===== src/rtl/core/ols_pkg.sv =====
// shared types and codes for the ordered list store
package ols_pkg;

  localparam int unsigned DEF_CAPACITY = 16;
  localparam int unsigned DATA_W       = 32;
  localparam int unsigned KIND_W       = 3;
  localparam int unsigned STATUS_W     = 2;

  // request kinds
  localparam logic [KIND_W-1:0] KIND_NEW    = 3'd0;
  localparam logic [KIND_W-1:0] KIND_APPEND = 3'd1;
  localparam logic [KIND_W-1:0] KIND_FRONT  = 3'd2;
  localparam logic [KIND_W-1:0] KIND_BACK   = 3'd3;
  localparam logic [KIND_W-1:0] KIND_REMOVE = 3'd4;
  localparam logic [KIND_W-1:0] KIND_DUMP   = 3'd5;

  // result status codes
  localparam logic [STATUS_W-1:0] STATUS_OK       = 2'd0;
  localparam logic [STATUS_W-1:0] STATUS_EMPTY    = 2'd1;
  localparam logic [STATUS_W-1:0] STATUS_NOTFOUND = 2'd2;
  localparam logic [STATUS_W-1:0] STATUS_FULL     = 2'd3;

  typedef enum logic [2:0] {
    CELL_HOLD,
    CELL_LOAD_HEAD,
    CELL_APPEND,
    CELL_ROTATE,
    CELL_DROP
  } cell_op_e;

  typedef struct packed {
    cell_op_e                   op;
    logic signed [DATA_W-1:0]   value;
  } cell_ctl_t;

endpackage


===== src/rtl/core/ordered_list_store_unit.sv =====
// ordered list store: request decode, sequencing of the cell chain, result register
// new, append, remove front/back and the empty and full errors register their result in the cycle after accept
// remove value steps the n active entries past the head, dropping the first match; result after the last step
// dump emits one entry per cycle while the result register is free, as the chain rotates, n results in all
// one request at a time: a request is taken only while the sequencer is idle and the result register is free;
// reset clears count, sequencer, valid
module ordered_list_store_unit #(
  parameter int unsigned CAPACITY = ols_pkg::DEF_CAPACITY
) (
  input  logic                                 clk_i,
  input  logic                                 rst_ni,
  input  logic                                 in_valid_i,
  output logic                                 in_ready_o,
  input  logic [ols_pkg::KIND_W-1:0]           in_kind_i,
  input  logic signed [ols_pkg::DATA_W-1:0]    in_value_i,
  output logic                                 out_valid_o,
  input  logic                                 out_ready_i,
  output logic [ols_pkg::STATUS_W-1:0]         out_status_o,
  output logic signed [ols_pkg::DATA_W-1:0]    out_entry_o,
  output logic                                 out_last_o
);
  import ols_pkg::*;

  localparam int unsigned CNT_W = $clog2(CAPACITY + 1);
  localparam logic [CNT_W-1:0] CNT_FULL = CNT_W'(CAPACITY);
  localparam logic [CNT_W-1:0] CNT_ONE  = CNT_W'(1);

  localparam logic [1:0] ST_IDLE   = 2'd0;
  localparam logic [1:0] ST_DUMP   = 2'd1;
  localparam logic [1:0] ST_REMOVE = 2'd2;

  logic [1:0]               state_q, state_d;
  logic [CNT_W-1:0]         count_q, count_d;
  logic [CNT_W-1:0]         rem_q, rem_d;
  logic                     found_q, found_d;
  logic signed [DATA_W-1:0] value_q, value_d;

  logic                     out_valid_q;
  logic [STATUS_W-1:0]      status_q;
  logic signed [DATA_W-1:0] entry_q;
  logic                     last_q;

  logic                     emit;
  logic [STATUS_W-1:0]      emit_status;
  logic signed [DATA_W-1:0] emit_entry;
  logic                     emit_last;

  logic                     out_free, accept, hit, empty;
  cell_ctl_t                ctl;
  logic signed [DATA_W-1:0] head;

  assign out_free   = !out_valid_q || out_ready_i;
  assign in_ready_o = (state_q == ST_IDLE) && out_free;
  assign accept     = in_valid_i && in_ready_o;
  assign empty      = (count_q == '0);
  assign hit        = !found_q && (head == value_q);

  always_comb begin
    state_d     = state_q;
    count_d     = count_q;
    rem_d       = rem_q;
    found_d     = found_q;
    value_d     = value_q;
    ctl.op      = CELL_HOLD;
    ctl.value   = in_value_i;
    emit        = 1'b0;
    emit_status = STATUS_OK;
    emit_entry  = '0;
    emit_last   = 1'b1;

    case (state_q)
      ST_IDLE: begin
        if (accept) begin
          emit = 1'b1;
          case (in_kind_i)
            KIND_NEW: begin
              ctl.op  = CELL_LOAD_HEAD;
              count_d = CNT_ONE;
            end
            KIND_APPEND: begin
              if (count_q == CNT_FULL) begin
                emit_status = STATUS_FULL;
              end else begin
                ctl.op  = CELL_APPEND;
                count_d = count_q + CNT_ONE;
              end
            end
            KIND_FRONT: begin
              if (empty) begin
                emit_status = STATUS_EMPTY;
              end else begin
                ctl.op  = CELL_DROP;
                count_d = count_q - CNT_ONE;
              end
            end
            KIND_BACK: begin
              if (empty) emit_status = STATUS_EMPTY;
              else count_d = count_q - CNT_ONE;
            end
            KIND_REMOVE: begin
              if (empty) begin
                emit_status = STATUS_EMPTY;
              end else begin
                emit    = 1'b0;
                state_d = ST_REMOVE;
                rem_d   = count_q;
                found_d = 1'b0;
                value_d = in_value_i;
              end
            end
            KIND_DUMP: begin
              if (empty) begin
                emit_status = STATUS_EMPTY;
              end else begin
                emit    = 1'b0;
                state_d = ST_DUMP;
                rem_d   = count_q;
              end
            end
            default: emit_status = STATUS_OK;
          endcase
        end
      end
      ST_DUMP: begin
        if (out_free) begin
          ctl.op     = CELL_ROTATE;
          emit       = 1'b1;
          emit_entry = head;
          emit_last  = (rem_q == CNT_ONE);
          rem_d      = rem_q - CNT_ONE;
          if (rem_q == CNT_ONE) state_d = ST_IDLE;
        end
      end
      ST_REMOVE: begin
        if (out_free) begin
          // first match leaves the ring, the rest keeps rotating back into order
          if (hit) begin
            ctl.op  = CELL_DROP;
            count_d = count_q - CNT_ONE;
            found_d = 1'b1;
          end else begin
            ctl.op  = CELL_ROTATE;
          end
          rem_d = rem_q - CNT_ONE;
          if (rem_q == CNT_ONE) begin
            emit        = 1'b1;
            emit_status = (found_q || hit) ? STATUS_OK : STATUS_NOTFOUND;
            state_d     = ST_IDLE;
          end
        end
      end
      default: state_d = ST_IDLE;
    endcase
  end

  ols_chain #(
    .CAPACITY (CAPACITY),
    .CNT_W    (CNT_W)
  ) u_chain (
    .clk_i   (clk_i),
    .ctl_i   (ctl),
    .count_i (count_q),
    .head_o  (head)
  );

  always_ff @(posedge clk_i or negedge rst_ni) begin
    if (!rst_ni) begin
      state_q     <= ST_IDLE;
      count_q     <= '0;
      rem_q       <= '0;
      found_q     <= 1'b0;
      out_valid_q <= 1'b0;
    end else begin
      state_q <= state_d;
      count_q <= count_d;
      rem_q   <= rem_d;
      found_q <= found_d;
      if (emit) out_valid_q <= 1'b1;
      else if (out_ready_i) out_valid_q <= 1'b0;
    end
  end

  always_ff @(posedge clk_i) begin
    value_q <= value_d;
    if (emit) begin
      status_q <= emit_status;
      entry_q  <= emit_entry;
      last_q   <= emit_last;
    end
  end

  assign out_valid_o  = out_valid_q;
  assign out_status_o = status_q;
  assign out_entry_o  = entry_q;
  assign out_last_o   = last_q;

  a_count_range: assert property (@(posedge clk_i) disable iff (!rst_ni)
    count_q <= CNT_FULL)
    else $error("entry count above capacity");

  a_busy_has_work: assert property (@(posedge clk_i) disable iff (!rst_ni)
    state_q != ST_IDLE |-> rem_q != '0)
    else $error("sequencer busy with no steps left");

  a_found_shrinks: assert property (@(posedge clk_i) disable iff (!rst_ni)
    (state_q == ST_REMOVE && found_q) |-> count_q < CNT_FULL)
    else $error("match removed but count still at capacity");

  a_dump_ends: assert property (@(posedge clk_i) disable iff (!rst_ni)
    (state_q == ST_DUMP && out_free && rem_q == CNT_ONE)
      |=> (state_q == ST_IDLE && out_valid_o && out_last_o))
    else $error("dump did not close with a last entry");

endmodule


===== src/rtl/core/ols_cell.sv =====
// one storage cell of the list chain
module ols_cell #(
  parameter int unsigned IDX   = 0,
  parameter int unsigned CNT_W = 5
) (
  input  logic                               clk_i,
  input  ols_pkg::cell_ctl_t                 ctl_i,
  input  logic [CNT_W-1:0]                   count_i,
  input  logic signed [ols_pkg::DATA_W-1:0]  next_i,
  input  logic signed [ols_pkg::DATA_W-1:0]  head_i,
  output logic signed [ols_pkg::DATA_W-1:0]  data_o
);
  import ols_pkg::*;

  localparam logic [CNT_W-1:0] IDX_C   = CNT_W'(IDX);
  localparam logic [CNT_W-1:0] IDX_N   = CNT_W'(IDX + 1);
  localparam bit               IS_HEAD = (IDX == 0);

  logic signed [DATA_W-1:0] data_q, data_d;
  logic                     take_next, is_tail;

  assign take_next = (IDX_N < count_i);
  assign is_tail   = (IDX_N == count_i);

  always_comb begin
    data_d = data_q;
    case (ctl_i.op)
      CELL_LOAD_HEAD: begin
        if (IS_HEAD) data_d = ctl_i.value;
      end
      CELL_APPEND: begin
        if (IDX_C == count_i) data_d = ctl_i.value;
      end
      CELL_ROTATE: begin
        // the tail takes the head so the active entries form a ring
        if (take_next) data_d = next_i;
        else if (is_tail) data_d = head_i;
      end
      CELL_DROP: begin
        if (take_next) data_d = next_i;
      end
      default: data_d = data_q;
    endcase
  end

  always_ff @(posedge clk_i) begin
    data_q <= data_d;
  end

  assign data_o = data_q;

endmodule


===== src/rtl/core/ols_chain.sv =====
// row of list cells, each handing its entry to the cell before it
module ols_chain #(
  parameter int unsigned CAPACITY = ols_pkg::DEF_CAPACITY,
  parameter int unsigned CNT_W    = $clog2(CAPACITY + 1)
) (
  input  logic                               clk_i,
  input  ols_pkg::cell_ctl_t                 ctl_i,
  input  logic [CNT_W-1:0]                   count_i,
  output logic signed [ols_pkg::DATA_W-1:0]  head_o
);
  import ols_pkg::*;

  logic signed [DATA_W-1:0] cell_data [CAPACITY];
  logic signed [DATA_W-1:0] cell_next [CAPACITY];

  for (genvar g = 0; g < CAPACITY; g++) begin : g_cell
    if (g == CAPACITY - 1) begin : g_end
      assign cell_next[g] = '0;
    end else begin : g_mid
      assign cell_next[g] = cell_data[g+1];
    end

    ols_cell #(
      .IDX   (g),
      .CNT_W (CNT_W)
    ) u_cell (
      .clk_i   (clk_i),
      .ctl_i   (ctl_i),
      .count_i (count_i),
      .next_i  (cell_next[g]),
      .head_i  (cell_data[0]),
      .data_o  (cell_data[g])
    );
  end

  assign head_o = cell_data[0];

endmodule

===== config.mk =====
export PLATFORM = sky130hd
export DESIGN_NAME = ordered_list_store_unit
export DESIGN_NICKNAME = d
export VERILOG_FILES = /design/src/rtl/core/ols_pkg.sv /design/src/rtl/core/ordered_list_store_unit.sv /design/src/rtl/core/ols_cell.sv /design/src/rtl/core/ols_chain.sv
export SDC_FILE = /design/constraint.sdc
export NUM_CORES = 1
export LEC_CHECK = 0
export BUFFER_PORTS_ARGS = -buffer_cell sky130_fd_sc_hd__buf_2
export CAP_MARGIN = 5
export CORE_MARGIN = 2
export CORE_UTILIZATION = 40
export CTS_CLUSTER_SIZE = 12
export DETAILED_ROUTE_END_ITERATION = 8
export PLACE_DENSITY_LB_ADDON = 0.05
export SYNTH_ARGS = -nofsm -noshare
export SYNTH_HDL_FRONTEND = slang
export SYNTH_SLANG_ARGS = --single-unit
export TNS_END_PERCENT = 100

===== constraint.sdc =====
create_clock -name clk_i -period 5.5 [get_ports clk_i]
set_clock_uncertainty 0.15 [all_clocks]
set_input_delay 1.375 -clock clk_i [delete_from_list [all_inputs] [get_ports clk_i]]
set_output_delay 1.375 -clock clk_i [all_outputs]
set_load 0.05 [all_outputs]

==> flow_metrics.env, run 1 <==
export IMPL_end_kind="flip-flop"
export IMPL_cts_sinks=593
export IMPL_drc=0
export IMPL_cts_made_buffers=69
export IMPL_worst_path_max_fanout=107
export IMPL_relSlewSlack_pct=17.6
export IMPL_htreeDepth=3
export IMPL_final_setup_viol_count=0
export IMPL_ctsResizeCount=0
export IMPL_rsz0062_at_grt="false"
export IMPL_syn_inst=2332
export IMPL_r2r_start="u_chain.g_cell[0].u_cell.data_o[16]"
export IMPL_avgSynthCellArea_um2=12.4
export IMPL_synth_top_area_share_pct=60.2
export IMPL_hold_buffers=0
export IMPL_start_kind="flip-flop"
export IMPL_clk_insertion_delay_late_ns=0.60
export IMPL_worstPathArrival_ns=4.95
export IMPL_grt_pass1_wl_um=157000
export IMPL_timing_final_crit_share_pct=86.5
export IMPL_initial_core_util_pct=40.4
export IMPL_grt_pass1_vias=21000
export IMPL_via_per_inst=6.64
export IMPL_path_buf_inv=1
export IMPL_clk_pin_slew_ns=0.06
export IMPL_grt_usage_pct=29.4
export IMPL_final_area_um2=32600
export IMPL_ys_async_sr_fraction_pct=2.36
export IMPL_dp_hpwl_um=60600
export IMPL_multi_input_area_um2=9830
export IMPL_max_stage_delay_ns=0.69
export IMPL_grt_max_degree=108
export IMPL_hold_violations=0
export IMPL_worstMarginPinSlew_ns=1.23
export IMPL_cts_tree="built"
export IMPL_slew_viol_final=0
export IMPL_area_delta_synth_final_pct=13.0
export IMPL_tns_ns=0
export IMPL_max_freq_ghz=0.210
export IMPL_synth_distinct_cells=61
export IMPL_critical_path_class="flip-flop to flip-flop"
export IMPL_vias=21800
export IMPL_portBuffers=75
export IMPL_core_area_um2=71500
export IMPL_io_pin_count=76
export IMPL_yosys_top_cells_area="edfxtp_1, a221o_1, nor2_1"
export IMPL_crit_chain="xor2_1 > nor4_1 > nand4_1 > nor2_2 > a31oi_1 > a21o_4 > buf_12 > a221o_1"
export IMPL_drt_initial_drc_count=2632
export IMPL_dp_cells=3175
export IMPL_placed_area_um2=30500
export IMPL_fin_nets=2346
export IMPL_synth_top_cell_by_area="edfxtp_1"
export IMPL_hold_path_class="flip-flop to flip-flop"
export IMPL_min_period_ns=4.76
export IMPL_die_area_um2=74400
export IMPL_cts_root_buf="clkbuf_16"
export IMPL_gp_congestion=0.834
export IMPL_syn_area_um2=28900
export IMPL_drv_cap=0
export IMPL_ys_warnings_count=0
export IMPL_clk_path_buf_depth=3
export IMPL_critical_path_top_delay_family="simple AND/OR/NAND/NOR gates"
export IMPL_drt_wl_total_um=111000
export IMPL_setup_worst_path_start="u_chain.g_cell[0].u_cell.data_o[16]"
export IMPL_fp_dieW_um=273
export IMPL_worstPathRequired_ns=5.69
export IMPL_avgRoutedWirePerCell_um=33.7
export IMPL_ant_nets=0
export IMPL_seq_area_um2=17700
export IMPL_ys_ff_latch=593
export IMPL_fillers=6433
export IMPL_ys_flop_type="edfxtp_1"
export IMPL_fp_row_count=98
export IMPL_drive_gt1_share_pct=14.5
export IMPL_drtPass1Iterations=5
export IMPL_synth_seq_area_share_pct=61.4
export IMPL_status="complete, no violations"
export IMPL_fin_cells=3291
export IMPL_synth_edf_count=579
export IMPL_chipHeight_um=273
export IMPL_postCtsSetupBuffers=0
export IMPL_min_from="u_chain.g_cell[15].u_cell.data_o[8]"
export IMPL_synth_net_count=2382
export IMPL_antenna_found_initial=9
export IMPL_crit_slowest_cell="nor4_1"
export IMPL_overflow=0
## per-layer routing
metal	wire, um	track usage, %	share of wire [%]
met5	0	0	0
met4	3210	8.40	2.9
met3	9120	5.03	8.2
met2	50700	46.1	46
met1	47900	41.8	43
## state kept, by name, indices dropped and copies added (netlist names)
name and count:
u_chain.g_cell.u_cell.data_o 512, out_entry_o 32, value_q 32, count_q 5
rem_q 5, out_status_o 2, state_q 2, found_q 1
out_last_o 1, out_valid_o 1
## kinds of logic (layout without fill, tap and decap cells)
logic type / after synthesis / after routing / share of synthesized area [%]
and+or+nand+nor: 662 / 662 / 10.6
buffers and inverters: 379 / 386 / 5.96
adders and majority gates: 11 / 11 / 0.476
other: 0 / 2 / 0
xor gates and xnor gates: 32 / 32 / 0.970
muxes: 33 / 33 / 1.29
DFF: 593 / 593 / 61.4
AOI/OAI and AO/OA: 622 / 622 / 19.3
## Yosys cell counts (2+ instances only)
master,n
nand2_1,136
o31ai_1,3
a221o_1,352
edfxtp_1,579
o22ai_1,9
nand2b_1,10
or3_1,11
buf_6,24
mux2_2,31
ha_1,11
nor2_1,249
o32ai_1,2
dfrtp_1,14
nor3b_1,2
and2_1,38
a22o_1,36
o221ai_1,96
a21o_1,10
o21ai_1,4
a221oi_1,4
mux2_1,2
buf_4,17
buf_2,45
a311oi_1,2
nand3_1,8
nor3_1,108
clkbuf_1,175
nor4b_1,2
a31oi_1,6
a21oi_1,19
o21bai_1,2
nor2b_1,37
or2_2,3
o211ai_1,5
nor4_1,12
buf_1,9
inv_1,109
nand4_1,4
xor2_1,32
o21ai_0,50
and3_1,32
a211oi_1,13
## metrics by stage
stage	util, %	hold slack, ns	worst slack [ns]
after floorplan	-	0.348	-0.492
after global placement	42.7	0.362	0.463
after detailed placement	42.7	0.380	0.417
after CTS	45.6	0.382	0.786
after global routing	45.6	0.400	0.547
final	45.6	0.388	0.741
## cells in the final DEF, fill, tap and decap left out, types with 6 or more instances in the layout
master	Yosys	routed
and2_1	38	37
buf_2	45	75
o221ai_1	96	96
a21o_1	10	7
edfxtp_1	579	579
mux2_2	31	31
nor4_1	12	9
clkbuf_1	175	18
clkinv_1	0	13
dfrtp_1	14	14
nor2_1	249	249
clkbuf_16	0	71
ha_1	11	10
a211oi_4	0	11
nor3_1	108	104
inv_1	109	108
buf_12	0	25
a21oi_1	19	15
nand2b_1	10	9
nand3_1	8	8
o21ai_0	50	49
buf_4	17	63
and3_1	32	32
o22ai_1	9	9
xor2_1	32	32
a22o_1	36	36
bufinv_16	0	6
a221o_1	352	352
or3_2	0	7
nand2_1	136	136
nor2b_1	37	37
## layout make-up
type / instances / area share [%]
sequential: 593 / 54.4
clock buffer: 89 / 5.65
tap: 950 / 3.64
timing repair buffer: 163 / 4.13
antenna: 2 / 0.0153
multi-input combinational: 1360 / 30.1
clock inverter: 25 / 0.813
inverter: 109 / 1.25
## worst paths after layout
| path | to | slack, ns | depth (start not counted) |
|---|---|---|---|
| worst max-delay path | u_chain.g_cell[11].u_cell.data_o[15] | 0.74 | 8 |
| worst min-delay path | u_chain.g_cell[14].u_cell.data_o[8] | 0.39 | 1 |
| worst max register to register | u_chain.g_cell[11].u_cell.data_o[15] | 0.74 | 8 |
| worst min register to register | u_chain.g_cell[14].u_cell.data_o[8] | 0.39 | 1 |
| max in group asynchronous | rem_q[2] | 4.38 | 1 |
| min in group asynchronous | count_q[2] | 0.53 | 1 |
Power of run 1 is not shown: default switching activity piles up to over one toggle a cycle in this logic, so the estimate is an artifact.
==> run 2, diff against run 1 <==
Settings changed: CELL_PAD_IN_SITES_DETAIL_PLACEMENT from default to 1, CELL_PAD_IN_SITES_GLOBAL_PLACEMENT from default to 2.
==> flow_metrics.env, run 2 (synthesis results as in run 1) <==
export IMPL_clk_pin_slew_ns=0.06
export IMPL_timing_final_crit_share_pct=88.8
export IMPL_chipHeight_um=273
export IMPL_fin_nets=2362
export IMPL_gp_congestion=0.836
export IMPL_rsz0062_at_grt="false"
export IMPL_max_stage_delay_ns=0.93
export IMPL_grt_pass1_vias=22000
export IMPL_grt_pass1_wl_um=161000
export IMPL_fp_dieW_um=273
export IMPL_tns_ns=0
export IMPL_fin_util_pct=45.8
export IMPL_seq_area_um2=17700
export IMPL_via_per_inst=6.54
export IMPL_rr_endpoint="u_chain.g_cell[3].u_cell.data_o[27]"
export IMPL_worstPathArrival_ns=5.04
export IMPL_crit_slowest_cell="nor3_2"
export IMPL_status="complete, no violations"
export IMPL_rr_worst_depth=9
export IMPL_path_common_cell="buf_4"
export IMPL_layout_commonest_cell="edfxtp_1"
export IMPL_area_delta_synth_final_pct=13.4
export IMPL_cts_root_buf="clkbuf_16"
export IMPL_avgRoutedWirePerCell_um=34.0
export IMPL_antenna_found_initial=14
export IMPL_hold_violations=0
export IMPL_ctsResizeCount=0
export IMPL_cts_made_buffers=72
export IMPL_grt_usage_pct=30.1
export IMPL_worstMarginPinSlew_ns=1.36
export IMPL_r2r_setup_slack_ns=0.62
export IMPL_cts_sinks=593
export IMPL_overflow=0
export IMPL_hold_path_depth=1
export IMPL_layout_common_cells="edfxtp_1, a221o_1, nor2_1, nand2_1, inv_1"
export IMPL_r2r_start="u_chain.g_cell[0].u_cell.data_o[19]"
export IMPL_clk_insertion_delay_late_ns=0.63
export IMPL_drc=0
export IMPL_worst_path_max_fanout=20
export IMPL_drt_wl_total_um=113000
export IMPL_crit_chain="xor2_1 > nor4_1 > nand4_1 > nor2_2 > a21oi_1 > nor3_2 > buf_4 > a211oi_4 > buf_4"
export IMPL_start_kind="flip-flop"
export IMPL_worstPathRequired_ns=5.66
export IMPL_critical_path_top_delay_family="simple AND/OR/NAND/NOR gates"
export IMPL_drv_cap=0
export IMPL_hold_path_class="flip-flop to flip-flop"
export IMPL_drive_gt1_share_pct=15.3
export IMPL_dp_hpwl_um=67200
export IMPL_fillers=7321
export IMPL_relSlewSlack_pct=8.93
export IMPL_clk_path_buf_depth=3
export IMPL_cts_tree="built"
export IMPL_core_area_um2=71500
export IMPL_portBuffers=75
export IMPL_ant_nets=0
export IMPL_hold_buffers=0
export IMPL_largest_reg_flops=512
export IMPL_holdPathEnd="u_chain.g_cell[1].u_cell.data_o[19]"
export IMPL_final_setup_viol_count=0
export IMPL_end_kind="flip-flop"
export IMPL_min_from="u_chain.g_cell[2].u_cell.data_o[19]"
export IMPL_critical_path_class="flip-flop to flip-flop"
export IMPL_path_depth=9
export IMPL_die_area_um2=74400
export IMPL_initial_core_util_pct=40.4
export IMPL_io_pin_count=76
export IMPL_drt_initial_drc_count=2307
export IMPL_drtPass1Iterations=6
export IMPL_max_freq_ghz=0.205
export IMPL_multi_input_area_um2=9830
export IMPL_min_period_ns=4.88
export IMPL_fp_row_count=98
export IMPL_vias=21700
export IMPL_grt_max_degree=74
export IMPL_htreeDepth=3
export IMPL_path_buf_inv=2
export IMPL_slew_viol_final=0
export IMPL_postCtsSetupBuffers=0
-- run 2: changes by cell type in the layout (fill, tap and decap cells not counted), moves of 3 or more --
cell       delta
clkinv_8      +3
buf_4        +19
bufinv_16     -4
clkinv_1      +9
buf_12        -6
clkbuf_16     +3
clkinv_2      +6
-- run 2: how the worst max path moves through the flow --
stage,start,to,slack [ns]
floorplan,in_kind_i[1],u_chain.g_cell[15].u_cell.data_o[0],-0.49
global placement,in_kind_i[1],u_chain.g_cell[4].u_cell.data_o[20],0.61
detailed placement,in_kind_i[1],u_chain.g_cell[4].u_cell.data_o[20],0.53
CTS,u_chain.g_cell[0].u_cell.data_o[19],u_chain.g_cell[10].u_cell.data_o[17],0.73
global route,u_chain.g_cell[0].u_cell.data_o[19],u_chain.g_cell[10].u_cell.data_o[17],0.47
finish,u_chain.g_cell[0].u_cell.data_o[19],u_chain.g_cell[3].u_cell.data_o[27],0.62
-- run 2: area by class of cell --
type / instances / area share (%)
Multi-Input combinational cell: 1360 / 30.0
Inverter: 109 / 1.25
Timing Repair Buffer: 176 / 4.19
Sequential cell: 593 / 54.2
Clock inverter: 41 / 0.894
Clock buffer: 90 / 5.84
Antenna cell: 4 / 0.0306
Tap cell: 950 / 3.63
-- run 2: worst register-to-register path, delay by kind of cell (launching register included) --
kind                      cells  cell delay (ns)
DFF                           1             0.69
xor gates and xnor gates      1             0.24
and+or+nand+nor               4             2.37
AOI/OAI and AO/OA             2             0.32
buffers and inverters         2             0.77
-- run 2: metrics by stage --
step                      area (um2)  std cells  hold WS [ns]  setup slack (ns)
after floorplan                29000       2332         0.348            -0.492
after global placement         30500       3188         0.371             0.613
after detailed placement       30500       3188         0.379             0.528
after CTS                      32700       3319         0.391             0.725
after global routing           32700       3320         0.403             0.467
final                          32800       3323         0.390             0.616
-- run 2: routing by layer --
metal / share of wire (%) / GRT usage, % / wire, um / vias to the layer above
li1: - / - / - / 9148
met1: 42 / 41.2 / 47500 / 11400
met2: 46 / 47.3 / 51900 / 1008
met3: 8.6 / 6.09 / 9670 / 195
met4: 3.4 / 10.9 / 3800 / 6
met5: 0.035 / 0 / 39 / -
Power of run 2 is left out for the same reason.
